===== config.mk =====
export PLATFORM = sky130hd
export DESIGN_NAME = fisher_yates_shuffle_engine
export DESIGN_NICKNAME = d
export VERILOG_FILES = /design/src/hdl/fys_pkg.sv /design/src/hdl/fys_ram.sv /design/src/hdl/fys_ctrl.sv /design/src/hdl/fys_datapath.sv /design/src/hdl/fisher_yates_shuffle_engine.sv
export SDC_FILE = /design/constraint.sdc
export NUM_CORES = 1
export LEC_CHECK = 0
export BUFFER_PORTS_ARGS = -buffer_cell sky130_fd_sc_hd__buf_2
export CAP_MARGIN = 20
export CORE_MARGIN = 5
export CORE_UTILIZATION = 45
export DETAILED_ROUTE_END_ITERATION = 8
export HOLD_SLACK_MARGIN = 0.15
export PLACE_DENSITY_LB_ADDON = 0.2
export REMOVE_ABC_BUFFERS = 1
export SYNTH_ARGS = -nofsm -noshare
export SYNTH_HDL_FRONTEND = slang
export SYNTH_SLANG_ARGS = --single-unit

===== constraint.sdc =====
create_clock -name clock -period 6.2 [get_ports clock]
set_input_delay 0.31 -clock clock [delete_from_list [all_inputs] [get_ports clock]]
set_output_delay 0.31 -clock clock [all_outputs]
set_load 0.01 [all_outputs]

===== src/hdl/fys_pkg.sv =====
// Shared types and constants of the shuffle engine.
package fys_pkg;

   localparam int MAX_ENTRIES = 64;
   localparam int IDX_W       = $clog2(MAX_ENTRIES);
   localparam int VAL_W       = 7;
   localparam int SIZE_W      = 7;
   localparam int WORD_W      = 32;
   localparam int ACT_W       = 2;
   localparam int CNT_W       = $clog2(WORD_W);

   localparam logic [SIZE_W-1:0] SIZE_MIN   = SIZE_W'(2);
   localparam logic [SIZE_W-1:0] SIZE_MAX   = SIZE_W'(MAX_ENTRIES);
   localparam logic [SIZE_W-1:0] SIZE_RESET = SIZE_W'(64);

   localparam logic [ACT_W-1:0] ACT_FILL   = 2'd0;
   localparam logic [ACT_W-1:0] ACT_STEP   = 2'd1;
   localparam logic [ACT_W-1:0] ACT_READ   = 2'd2;
   localparam logic [ACT_W-1:0] ACT_UNUSED = 2'd3;

   typedef enum logic [1:0] {
      SEL_FILL,
      SEL_J,
      SEL_P,
      SEL_RIDX
   } addr_sel_type;

   typedef struct packed {
      logic         load;
      logic         div_step;
      logic         fill_step;
      logic         rd_en;
      logic         wr_en;
      logic         cap_tmp;
      logic         post;
      addr_sel_type addr_sel;
   } ctrl_cmd_type;

   typedef struct packed {
      logic div_last;
      logic fill_last;
      logic rsp_free;
   } ctrl_sts_type;

endpackage


===== src/hdl/fys_ram.sv =====
// Generic single-write, single-read RAM with registered read data.
module fys_ram #(
   parameter int WIDTH = 8,
   parameter int DEPTH = 64
) (
   input  logic                     clock,
   input  logic                     wr_en,
   input  logic [$clog2(DEPTH)-1:0] wr_addr,
   input  logic [WIDTH-1:0]         wr_data,
   input  logic                     rd_en,
   input  logic [$clog2(DEPTH)-1:0] rd_addr,
   output logic [WIDTH-1:0]         rd_data
);

   logic [WIDTH-1:0] mem_ff [DEPTH];
   logic [WIDTH-1:0] rd_data_ff;

   always_ff @(posedge clock) begin
      if (wr_en) begin
         mem_ff[wr_addr] <= wr_data;
      end
      if (rd_en) begin
         rd_data_ff <= mem_ff[rd_addr];
      end
   end

   assign rd_data = rd_data_ff;

endmodule


===== src/hdl/fys_ctrl.sv =====
// Sequencing state machine of the shuffle engine.
module fys_ctrl (
   input  logic                        clock,
   input  logic                        reset,
   input  logic                        req_tvalid,
   output logic                        req_tready,
   input  logic [fys_pkg::ACT_W-1:0]   req_action,
   input  fys_pkg::ctrl_sts_type       sts,
   output fys_pkg::ctrl_cmd_type       cmd
);
   import fys_pkg::*;

   localparam logic [3:0] S_IDLE = 4'd0;
   localparam logic [3:0] S_FILL = 4'd1;
   localparam logic [3:0] S_DIV  = 4'd2;
   localparam logic [3:0] S_RDJ  = 4'd3;
   localparam logic [3:0] S_RDP  = 4'd4;
   localparam logic [3:0] S_WRJ  = 4'd5;
   localparam logic [3:0] S_WRP  = 4'd6;
   localparam logic [3:0] S_RDR  = 4'd7;
   localparam logic [3:0] S_POST = 4'd8;

   logic [3:0] state_ff;
   logic [3:0] state_in;

   always_comb begin
      state_in   = state_ff;
      req_tready = 1'b0;
      cmd        = '0;
      cmd.addr_sel = SEL_RIDX;
      unique case (state_ff)
         S_IDLE: begin
            req_tready = 1'b1;
            if (req_tvalid) begin
               cmd.load = 1'b1;
               unique case (req_action)
                  ACT_FILL: state_in = S_FILL;
                  ACT_STEP: state_in = S_DIV;
                  ACT_READ: state_in = S_RDR;
                  default:  state_in = S_POST;
               endcase
            end
         end
         S_FILL: begin
            cmd.wr_en     = 1'b1;
            cmd.fill_step = 1'b1;
            cmd.addr_sel  = SEL_FILL;
            if (sts.fill_last) begin
               state_in = S_POST;
            end
         end
         S_DIV: begin
            cmd.div_step = 1'b1;
            if (sts.div_last) begin
               state_in = S_RDJ;
            end
         end
         S_RDJ: begin
            cmd.rd_en    = 1'b1;
            cmd.addr_sel = SEL_J;
            state_in     = S_RDP;
         end
         S_RDP: begin
            cmd.rd_en    = 1'b1;
            cmd.cap_tmp  = 1'b1;
            cmd.addr_sel = SEL_P;
            state_in     = S_WRJ;
         end
         S_WRJ: begin
            cmd.wr_en    = 1'b1;
            cmd.addr_sel = SEL_J;
            state_in     = S_WRP;
         end
         S_WRP: begin
            cmd.wr_en    = 1'b1;
            cmd.addr_sel = SEL_P;
            state_in     = S_POST;
         end
         S_RDR: begin
            cmd.rd_en    = 1'b1;
            cmd.addr_sel = SEL_RIDX;
            state_in     = S_POST;
         end
         S_POST: begin
            if (sts.rsp_free) begin
               cmd.post = 1'b1;
               state_in = S_IDLE;
            end
         end
         default: begin
            state_in = S_IDLE;
         end
      endcase
   end

   always_ff @(posedge clock) begin
      if (reset) begin
         state_ff <= S_IDLE;
      end else begin
         state_ff <= state_in;
      end
   end

endmodule


===== src/hdl/fys_datapath.sv =====
// Datapath: item registers, remainder unit, table RAM and result register.
module fys_datapath (
   input  logic                         clock,
   input  logic                         reset,
   input  fys_pkg::ctrl_cmd_type        cmd,
   output fys_pkg::ctrl_sts_type        sts,
   input  logic [fys_pkg::SIZE_W-1:0]   table_size,
   input  logic [fys_pkg::ACT_W-1:0]    req_action,
   input  logic [fys_pkg::WORD_W-1:0]   req_word,
   input  logic [fys_pkg::IDX_W-1:0]    req_index,
   output logic                         rsp_valid,
   input  logic                         rsp_ready,
   output logic [fys_pkg::VAL_W-1:0]    rsp_value,
   output logic [fys_pkg::IDX_W-1:0]    rsp_position,
   output logic                         rsp_last
);
   import fys_pkg::*;

   logic [ACT_W-1:0]  act_ff, act_in;
   logic [WORD_W-1:0] word_ff, word_in;
   logic [IDX_W-1:0]  ridx_ff, ridx_in;
   logic [IDX_W-1:0]  p_ff, p_in;
   logic [SIZE_W-1:0] rem_ff, rem_in;
   logic [CNT_W-1:0]  div_cnt_ff, div_cnt_in;
   logic [IDX_W-1:0]  fill_cnt_ff, fill_cnt_in;
   logic [VAL_W-1:0]  tmp_ff, tmp_in;
   logic [IDX_W-1:0]  step_pos_ff, step_pos_in;
   logic              rsp_valid_ff, rsp_valid_in;
   logic [VAL_W-1:0]  rsp_value_ff, rsp_value_in;
   logic [IDX_W-1:0]  rsp_pos_ff, rsp_pos_in;
   logic              rsp_last_ff, rsp_last_in;

   logic [SIZE_W-1:0] n_eff;
   logic [IDX_W-1:0]  n_last;
   logic [SIZE_W-1:0] divisor;
   logic [SIZE_W-1:0] trial;
   logic [IDX_W-1:0]  j_idx;
   logic [IDX_W-1:0]  wr_addr;
   logic [IDX_W-1:0]  rd_addr;
   logic [VAL_W-1:0]  wr_data;
   logic [VAL_W-1:0]  rd_data;
   logic              rsp_free;

   // Effective table size, clamped to the supported range.
   always_comb begin
      priority if (table_size < SIZE_MIN) begin
         n_eff = SIZE_MIN;
      end else if (table_size > SIZE_MAX) begin
         n_eff = SIZE_MAX;
      end else begin
         n_eff = table_size;
      end
   end

   assign n_last  = IDX_W'(n_eff - SIZE_W'(1));
   assign divisor = SIZE_W'({1'b0, p_ff}) + SIZE_W'(1);
   assign trial   = {rem_ff[IDX_W-1:0], word_ff[WORD_W-1]};
   assign j_idx   = rem_ff[IDX_W-1:0];
   assign rsp_free = !rsp_valid_ff || rsp_ready;

   // Item capture, restoring remainder, fill counter and swap temporary.
   always_comb begin
      act_in      = act_ff;
      word_in     = word_ff;
      ridx_in     = ridx_ff;
      p_in        = p_ff;
      rem_in      = rem_ff;
      div_cnt_in  = div_cnt_ff;
      fill_cnt_in = fill_cnt_ff;
      tmp_in      = tmp_ff;
      if (cmd.load) begin
         act_in      = req_action;
         word_in     = req_word;
         ridx_in     = req_index;
         rem_in      = '0;
         div_cnt_in  = '0;
         fill_cnt_in = '0;
         // A stale position from an earlier, larger size restarts the pass.
         if (SIZE_W'({1'b0, step_pos_ff}) >= n_eff || step_pos_ff == '0) begin
            p_in = n_last;
         end else begin
            p_in = step_pos_ff;
         end
      end
      if (cmd.div_step) begin
         word_in    = {word_ff[WORD_W-2:0], 1'b0};
         div_cnt_in = div_cnt_ff + CNT_W'(1);
         if (trial >= divisor) begin
            rem_in = trial - divisor;
         end else begin
            rem_in = trial;
         end
      end
      if (cmd.fill_step) begin
         fill_cnt_in = fill_cnt_ff + IDX_W'(1);
      end
      if (cmd.cap_tmp) begin
         tmp_in = rd_data;
      end
   end

   // Table RAM addressing.
   always_comb begin
      wr_addr = fill_cnt_ff;
      wr_data = VAL_W'({1'b0, fill_cnt_ff}) + VAL_W'(1);
      rd_addr = ridx_ff;
      unique case (cmd.addr_sel)
         SEL_FILL: begin
            wr_addr = fill_cnt_ff;
            wr_data = VAL_W'({1'b0, fill_cnt_ff}) + VAL_W'(1);
         end
         SEL_J: begin
            wr_addr = j_idx;
            wr_data = rd_data;
            rd_addr = j_idx;
         end
         SEL_P: begin
            wr_addr = p_ff;
            wr_data = tmp_ff;
            rd_addr = p_ff;
         end
         SEL_RIDX: begin
            rd_addr = ridx_ff;
         end
         default: begin
            rd_addr = ridx_ff;
         end
      endcase
   end

   fys_ram #(
      .WIDTH (VAL_W),
      .DEPTH (MAX_ENTRIES)
   ) u_table (
      .clock   (clock),
      .wr_en   (cmd.wr_en),
      .wr_addr (wr_addr),
      .wr_data (wr_data),
      .rd_en   (cmd.rd_en),
      .rd_addr (rd_addr),
      .rd_data (rd_data)
   );

   // Result register and step position update.
   always_comb begin
      step_pos_in  = step_pos_ff;
      rsp_value_in = rsp_value_ff;
      rsp_pos_in   = rsp_pos_ff;
      rsp_last_in  = rsp_last_ff;
      rsp_valid_in = rsp_valid_ff && !rsp_ready;
      if (cmd.post) begin
         rsp_valid_in = 1'b1;
         unique case (act_ff)
            ACT_FILL: begin
               rsp_value_in = '0;
               rsp_pos_in   = n_last;
               rsp_last_in  = 1'b1;
               step_pos_in  = n_last;
            end
            ACT_STEP: begin
               rsp_value_in = tmp_ff;
               rsp_pos_in   = p_ff;
               rsp_last_in  = (p_ff == IDX_W'(1));
               step_pos_in  = (p_ff == IDX_W'(1)) ? n_last : p_ff - IDX_W'(1);
            end
            ACT_READ: begin
               rsp_value_in = rd_data;
               rsp_pos_in   = ridx_ff;
               rsp_last_in  = 1'b0;
            end
            default: begin
               rsp_value_in = '0;
               rsp_pos_in   = '0;
               rsp_last_in  = 1'b0;
            end
         endcase
      end
   end

   always_ff @(posedge clock) begin
      if (reset) begin
         step_pos_ff  <= IDX_W'(SIZE_RESET - SIZE_W'(1));
         rsp_valid_ff <= 1'b0;
      end else begin
         step_pos_ff  <= step_pos_in;
         rsp_valid_ff <= rsp_valid_in;
      end
   end

   always_ff @(posedge clock) begin
      act_ff       <= act_in;
      word_ff      <= word_in;
      ridx_ff      <= ridx_in;
      p_ff         <= p_in;
      rem_ff       <= rem_in;
      div_cnt_ff   <= div_cnt_in;
      fill_cnt_ff  <= fill_cnt_in;
      tmp_ff       <= tmp_in;
      rsp_value_ff <= rsp_value_in;
      rsp_pos_ff   <= rsp_pos_in;
      rsp_last_ff  <= rsp_last_in;
   end

   assign sts.div_last  = (div_cnt_ff == CNT_W'(WORD_W - 1));
   assign sts.fill_last = (SIZE_W'({1'b0, fill_cnt_ff}) == SIZE_W'({1'b0, n_last}));
   assign sts.rsp_free  = rsp_free;

   assign rsp_valid    = rsp_valid_ff;
   assign rsp_value    = rsp_value_ff;
   assign rsp_position = rsp_pos_ff;
   assign rsp_last     = rsp_last_ff;

   // The partial remainder never reaches the divisor.
   a_rem_below_divisor: assert property (@(posedge clock) disable iff (reset)
      cmd.div_step |=> rem_ff <= SIZE_W'({1'b0, $past(p_ff)}))
      else $error("shuffle remainder out of range");

   // A step always works on a position inside the table, never on zero.
   a_step_pos_valid: assert property (@(posedge clock) disable iff (reset)
      cmd.div_step |-> (p_ff != '0) && (SIZE_W'({1'b0, p_ff}) < n_eff))
      else $error("shuffle position outside table");

   // A new result is never loaded over one that has not been transferred.
   a_no_overwrite: assert property (@(posedge clock) disable iff (reset)
      cmd.post |-> (!rsp_valid_ff || rsp_ready))
      else $error("result register overwritten");

   // After a step the position moves down by one, or wraps at position one.
   a_step_advance: assert property (@(posedge clock) disable iff (reset)
      (cmd.post && act_ff == ACT_STEP && p_ff != IDX_W'(1))
         |=> step_pos_ff == $past(p_ff) - IDX_W'(1))
      else $error("step position did not advance");

endmodule


===== src/hdl/fisher_yates_shuffle_engine.sv =====
// Top level of the step-wise Fisher-Yates shuffle engine.
// A step runs the remainder unit, reads entries j and p, writes them back
// swapped and posts; a read posts one entry, a fill writes n entries. No request
// is taken until the result is posted. Step time is set by the remainder unit
// (one quotient bit per cycle over the 32-bit random word) and the table RAM
// (two reads, two writes). Reset (synchronous) clears the controller and the
// result valid flag, sets size 64 and step position 63; table stays until a fill.
module fisher_yates_shuffle_engine (
   input  logic        clock,
   input  logic        reset,
   // Request channel.
   input  logic        req_tvalid,
   output logic        req_tready,
   input  logic [39:0] req_tdata,  // random_word[31:0], read_index[37:32], zero[39:38]
   input  logic [1:0]  req_tuser,  // action[1:0]
   // Result channel.
   output logic        rsp_tvalid,
   input  logic        rsp_tready,
   output logic [15:0] rsp_tdata,  // entry_value[6:0], position[12:7], zero[15:13]
   output logic        rsp_tlast,  // last_of_pass
   // Table size register write channel.
   input  logic        csr_valid,
   output logic        csr_ready,
   input  logic [6:0]  csr_data    // table_size
);
   import fys_pkg::*;

   logic [SIZE_W-1:0]  table_size_ff;
   logic [SIZE_W-1:0]  table_size_in;
   ctrl_cmd_type       cmd;
   ctrl_sts_type       sts;
   logic [VAL_W-1:0]   rsp_value;
   logic [IDX_W-1:0]   rsp_position;

   // The size register accepts a transfer in every cycle. The user must write it only
   // while the engine is idle, so no item ever sees it change; this is not enforced.
   assign csr_ready = 1'b1;

   always_comb begin
      table_size_in = table_size_ff;
      if (csr_valid && csr_ready) begin
         table_size_in = csr_data;
      end
   end

   always_ff @(posedge clock) begin
      if (reset) begin
         table_size_ff <= SIZE_RESET;
      end else begin
         table_size_ff <= table_size_in;
      end
   end

   // The controller sequences fill, remainder, swap and read operations.
   fys_ctrl u_ctrl (
      .clock      (clock),
      .reset      (reset),
      .req_tvalid (req_tvalid),
      .req_tready (req_tready),
      .req_action (req_tuser),
      .sts        (sts),
      .cmd        (cmd)
   );

   // The datapath owns the table, the remainder unit and the result register,
   // so a finished result can wait while the next request is transferred.
   fys_datapath u_datapath (
      .clock        (clock),
      .reset        (reset),
      .cmd          (cmd),
      .sts          (sts),
      .table_size   (table_size_ff),
      .req_action   (req_tuser),
      .req_word     (req_tdata[WORD_W-1:0]),
      .req_index    (req_tdata[WORD_W+IDX_W-1:WORD_W]),
      .rsp_valid    (rsp_tvalid),
      .rsp_ready    (rsp_tready),
      .rsp_value    (rsp_value),
      .rsp_position (rsp_position),
      .rsp_last     (rsp_tlast)
   );

   assign rsp_tdata = {3'b000, rsp_position, rsp_value};

endmodule

==> metrics.yaml, run 1 <==
critPathMaxStageDelay_ns: 0.92
slew_viol_final: 0
die_h_um: 239
core-area_mm2: 0.0516
final_common_cell: "edfxtp_1"
slew_headroom_pct: 21.7
insertion_delay_ns: 0.62
critPathKind: "flop to flop"
r2r_slack_ns: 1.28
start_util_pct: 45.7
final_cell_mix: "538 x edfxtp_1, 208 x nand2_1, 115 x nor2_1"
fin_crit_sh_pct: 79.4
clockBufferDepth: 3
cpMostUsedCell: "inv_1"
drive_gt1_share_pct: 11.8
synth-edff-count: 538
grt_pass1_vias: 14300
antennaDiodeCount: 0
grt_pass1_wl_mm: 88.8
hold_class: "primary input to flop"
die-area_mm2: 0.0571
min_period_ns: 4.92
htreeDepth: 2
yosysSeqAreaShare_pct: 70.1
vias: 14900
gr-usage-met1_pct: 30.0
synthTopCellsByArea: "edfxtp_1 69%, a211oi_1 3.5%, nand2_1 3.3%, and3_1 2.5%, nor2_1 1.8%"
ys.flop_type: "edfxtp_1"
drt-initial-drc-count: 1481
final_cells: 2517
worst_clock_skew_ns: 0.0230
finalWirelength_mm: 58.9
drt-vias-per-instance: 5.92
gr-usage-all-layers_pct: 20.1
ys_async_sr_fraction_pct: 0
grt_overflow: 0
path_max_fanout: 21
start_kind: "flop"
outcome: "finished clean"
die_x_um: 239
clock-sinks: 557
multi_input_area_mm2: 0.00656
path_cells: "inv_1, nor2_1, nand2_1, ha_1, inv_1, o21ai_0, buf_4, nand2b_1, a311oi_1, nor4_1, o22ai_1, or3_1"
worstMarginPinSlew_ns: 1.17
postSynthAreaPerCell_um2: 14.0
yosysTopAreaCellShare_pct: 68.5
rsz0062_at_grt: "no"
drcViolationCount: 0
fillers: 4207
syn_inst: 1688
synth_seq_cells: 557
synth.cell_area_mm2: 0.0236
cts_tree: "built"
port_buffers: 67
yosysTopAreaCell: "edfxtp_1"
busiest_layer: "met2"
setup_violations: 0
critPathArrivalTime_ns: 5.28
met2_usage_pct: 31.1
io_pins: 74
numCtsBuffers: 57
hpwl_mm: 35.8
slowest_stage: "nand2b_1"
ant_nets: 0
row_count: 83
wl_per_cell_um: 23.4
nets: 1882
gp_congestion: 0.862
use_met3_pct: 2.91
ys_warn_count: 0
finalHoldViolCount: 0
grt_max_degree: 83
ys_types: 61
required_ns: 6.56
dr.pass1.iters: 5
dp_cells: 2353
path_clk_slew_ns: 0.06
areaGrowthSynthToFinish_pct: 14.6
cts-root-buf: "clkbuf_16"
cap_violations: 0
seq_area_mm2: 0.0165
end_kind: "flop"
antenna_found_initial: 0
fmax_mhz: 203
worst paths after layout:
path | from | endpoint | cells past startpoint
setup / recovery | u_ctrl.state_ff[0]$_SDFFE_PP0P_ | u_datapath.u_table.rd_data[2]$_DFFE_PP_ | 12
hold reg to reg | u_datapath.word_ff[0]$_SDFFE_PP0P_ | u_datapath.word_ff[0]$_SDFFE_PP0P_ | 2
setup reg to reg | u_ctrl.state_ff[0]$_SDFFE_PP0P_ | u_datapath.u_table.rd_data[2]$_DFFE_PP_ | 12
hold / removal | req_tdata[33] | u_datapath.ridx_ff[1]$_DFFE_PP_ | 2
registers in the layout (all words and copies together) (netlist names), 7 cells and up:
name,count
table_size_ff,7
u_datapath.u_table.mem_ff,448
u_datapath.tmp_ff,7
u_datapath.word_ff,32
u_datapath.rsp_value,7
u_datapath.u_table.rd_data,7
synth_stat cells (all sizes together) (4+ instances only):
| cell | instances |
|---|---|
| nand2b | 7 |
| a222oi | 5 |
| a221o | 4 |
| nor2 | 115 |
| mux2i | 27 |
| or2 | 4 |
| inv | 28 |
| buf | 52 |
| a21oi | 31 |
| a31oi | 31 |
| dfxtp | 19 |
| o22ai | 22 |
| nand3 | 16 |
| a311oi | 43 |
| and3 | 96 |
| xor2 | 10 |
| a211oi | 109 |
| xnor2 | 14 |
| and2 | 5 |
| nand2 | 210 |
| nor3 | 13 |
| o21ai | 26 |
| a221oi | 8 |
| ha | 30 |
| a311o | 6 |
| a21o | 9 |
| nor2b | 11 |
| o21a | 8 |
| a22oi | 9 |
| nor4 | 16 |
| o221ai | 7 |
| edfxtp | 538 |
| clkbuf | 64 |
| o211ai | 7 |
| a22o | 33 |
| mux4 | 19 |
| or3 | 10 |
kinds of logic (layout without fill, tap and decap cells):
logic type | after synthesis | after routing | share of synthesized area (%)
mux | 47 | 47 | 3.01
buf+inv | 144 | 291 | 2.56
flops | 557 | 557 | 70.1
simple gates | 508 | 508 | 9.92
other cells | 2 | 4 | 0.0319
xor+xnor | 24 | 24 | 0.891
fa+ha+maj | 31 | 31 | 1.68
compound gates | 375 | 375 | 11.8
layer usage:
layer	vias up	part of all wire (%)
met1	7477	45
met3	101	6.5
met2	535	46
met5	-	0
met4	0	2.6
li1	6798	-
what timing repair did:
| item | in CTS | in global routing |
|---|---|---|
| buffers inserted | 0 | 0 |
| hold endpoints to repair | 51 | 0 |
| hold buffers | 65 | 0 |
| endpoints found under the setup margin | 0 | 0 |
| resized for setup | 0 | 0 |
worst max-delay path: cells and delay by family (launching register included):
family | cells | cell delay (ns)
compound gates | 3 | 0.68
buf+inv | 3 | 0.67
fa+ha+maj | 1 | 0.56
simple gates | 5 | 2.20
flops | 1 | 0.53
cell type report:
cell class | count | share of cell area (%)
sequential | 557 | 61.2
multi-input combinational | 989 | 24.3
clock buffer | 71 | 5.62
timing repair buffer | 164 | 4.62
tap | 680 | 3.15
clock inverter | 28 | 0.764
inverter | 28 | 0.389
metrics by stage:
step | setup WS (ns) | util (%) | cell area (um^2) | hold WS [ns] | setup TNS [ns]
floorplan | -4.64 | - | 23100 | 0.379 | -32.29
global placement | 1.56 | 47.7 | 24600 | 0.452 | 0
detailed placement | 1.49 | 47.8 | 24600 | 0.464 | 0
CTS | 1.47 | 52.4 | 27000 | 0.386 | 0
global route | 1.07 | 52.4 | 27000 | 0.422 | 0
finish | 1.28 | 52.4 | 27000 | 0.431 | 0
Power of run 1 is not shown: default switching activity piles up to over one toggle a cycle in this logic, so the estimate is an artifact.
==> inputs of run 2 (changes only) <==
Clock period 6.2 ns to 4.5 ns, I/O delays scaled along.
==> metrics.yaml, run 2 (same netlist as run 1, synthesis figures left out) <==
outcome: "finished clean"
path_clk_slew_ns: 0.06  # about the same
start_util_pct: 45.7  # unchanged
die_h_um: 239  # unchanged
finalHoldViolCount: 0  # unchanged
cpMostUsedCell: "nand2b_1"
hold_path_startpoint: "req_tdata[36]"
fin_area_mm2: 0.0277  # +2.5%
path_buf_inv: 2  # -1
drt-vias-per-instance: 5.86  # -1.1%
areaGrowthSynthToFinish_pct: 17.4
path_cells: "nand2b_1, mux2i_1, nor2b_1, inv_1, ha_2, a221o_1, o21ai_0, buf_4, nand2b_1, a311oi_1, nor4_1, o22ai_1, or3_1"
cp_top_family: "simple AND/OR/NAND/NOR gates"
vias: 15200  # +1.9%
cts-root-buf: "clkbuf_16"
final_cell_mix: "538 x edfxtp_1, 208 x nand2_1, 115 x nor2_1"
gr-usage-all-layers_pct: 20.9  # +0.76 points
worst_slack_ns: 0.192  # -1.08 ns
hpwl_mm: 37.0  # +3.3%
nets: 1953  # +3.8%
gp_congestion: 0.887  # +3.0%
rsz0062_at_grt: "no"
slowest_stage: "nand2b_1"
worstMarginPinSlew_ns: 1.03  # -0.143 ns
io_pins: 74  # unchanged
min_period_ns: 4.31  # -0.615 ns
path_max_fanout: 15  # -29%
whs_ns: 0.348  # -0.0834 ns
reg2reg_depth: 13  # +1
core-area_mm2: 0.0516  # unchanged
r2r_slack_ns: 0.19  # -1.08 ns
htreeDepth: 2  # unchanged
regMostFlops: "u_datapath.u_table.mem_ff"
largest_reg_flops: 448  # unchanged
start_kind: "flop"
grt_pass1_wl_mm: 92.4  # +4.1%
cap_violations: 0  # unchanged
die_x_um: 239  # unchanged
antenna_found_initial: 1  # +1
cts_tree: "built"
ant_nets: 0  # unchanged
row_count: 83  # unchanged
wl_per_cell_um: 23.4  # about the same
clock-sinks: 557  # unchanged
fin_crit_sh_pct: 95.7  # +16 points
required_ns: 4.84  # -1.72 ns
slew_viol_final: 0  # unchanged
insertion_delay_ns: 0.60  # -0.02 ns
placed_area_mm2: 0.0253  # +2.5%
end_kind: "flop"
cts_setup_buffers: 0  # unchanged
rr_startpoint: "u_ctrl.state_ff[0]$_SDFFE_PP0P_"
grt_max_degree: 94  # +13%
port_buffers: 67  # unchanged
critPathKind: "flop to flop"
fmax_mhz: 232  # +14%
grt_pass1_vias: 15000  # +4.4%
dp_slack_ns: 0.130  # -1.36 ns
die-area_mm2: 0.0571  # unchanged
worst_r2r_endpoint: "u_datapath.u_table.rd_data[4]$_DFFE_PP_"
drive_gt1_share_pct: 14.9  # +3.1 points
drt-initial-drc-count: 1618  # +9.3%
critPathArrivalTime_ns: 4.65  # -0.63 ns
critPathMaxStageDelay_ns: 0.74  # -0.18 ns
hold_end: "u_datapath.ridx_ff[4]$_DFFE_PP_"
clockBufferDepth: 3  # unchanged
dr.pass1.iters: 6  # +1
worst_clock_skew_ns: 0.0219  # -0.00116 ns
setup_violations: 0  # unchanged
finalWirelength_mm: 60.6  # +2.9%
grt_overflow: 0  # unchanged
numCtsBuffers: 59  # +3.5%
hold_class: "primary input to flop"
slew_headroom_pct: 31.1  # +9.4 points
tns_ns: 0  # unchanged
drcViolationCount: 0  # unchanged
final_common_cell: "edfxtp_1"
hold_depth: 2  # unchanged
top_regs: "u_datapath.u_table.mem_ff x448, u_datapath.word_ff x32"
==> run 2: cell count changes in the layout (fill, tap and decap cells not counted), moves of 2 or more <==
cell	previous run	this run
clkinv_1	11	21
buf_4	29	89
ha_1	30	28
buf_12	2	10
clkbuf_1	11	9
clkbuf_8	2	0
ha_2	0	2
==> run 2: layout make-up <==
class	count	area [um^2]
Clock buffer	68	1510
Timing Repair Buffer	233	1870
Sequential cell	557	16500
Antenna cell	1	2.50
Clock inverter	37	245
Fill cell	4162	23900
Inverter	28	105
Multi-Input combinational cell	989	6570
Tap cell	680	851
==> run 2: how the worst max path moves through the flow <==
stage                                          from                                 endpoint  slack (ns)  cells after the start
finish              u_ctrl.state_ff[0]$_SDFFE_PP0P_  u_datapath.u_table.rd_data[4]$_DFFE_PP_        0.19                     13
global route        u_ctrl.state_ff[0]$_SDFFE_PP0P_  u_datapath.u_table.rd_data[1]$_DFFE_PP_        0.03                     13
CTS                 u_ctrl.state_ff[0]$_SDFFE_PP0P_  u_datapath.u_table.rd_data[1]$_DFFE_PP_        0.11                     13
detailed placement  u_ctrl.state_ff[0]$_SDFFE_PP0P_  u_datapath.u_table.rd_data[4]$_DFFE_PP_        0.13                     13
global placement    u_ctrl.state_ff[0]$_SDFFE_PP0P_  u_datapath.u_table.rd_data[1]$_DFFE_PP_        0.27                     13
floorplan           u_ctrl.state_ff[0]$_SDFFE_PP0P_  u_datapath.u_table.rd_data[5]$_DFFE_PP_       -6.34                     10
==> run 2: what timing repair did <==
item	CTS	global route
gates resized for setup	0	4
endpoints found under the setup margin	0	6
hold buffers	65	0
hold endpoints to repair	57	0
==> run 2: through the flow <==
stage,util (%),instances
after CTS,53.6,2591
after global placement,48.9,2421
after detailed placement,48.9,2421
after global routing,53.6,2592
after floorplan,-,1574
final,53.6,2593
==> run 2: worst reg2reg max path: stages (launching register included) <==
cell and delay (ns):
dfxtp_1 0.54, nand2b_1 0.13, mux2i_1 0.15, nor2b_1 0.30, inv_1 0.08, ha_2 0.26
a221o_1 0.37, o21ai_0 0.09, buf_4 0.23, nand2b_1 0.74, a311oi_1 0.15, nor4_1 0.44
o22ai_1 0.21, or3_1 0.37
==> run 2: per-layer routing <==
| layer | track usage [%] | wire (um) | vias up |
|---|---|---|---|
| met5 | 0 | 0 | - |
| met4 | 6.02 | 1580 | 0 |
| met3 | 3.08 | 3840 | 100 |
| met2 | 33.4 | 28500 | 513 |
| met1 | 30.2 | 26800 | 7634 |
| li1 | - | - | 6950 |
Power of run 2 is left out for the same reason.
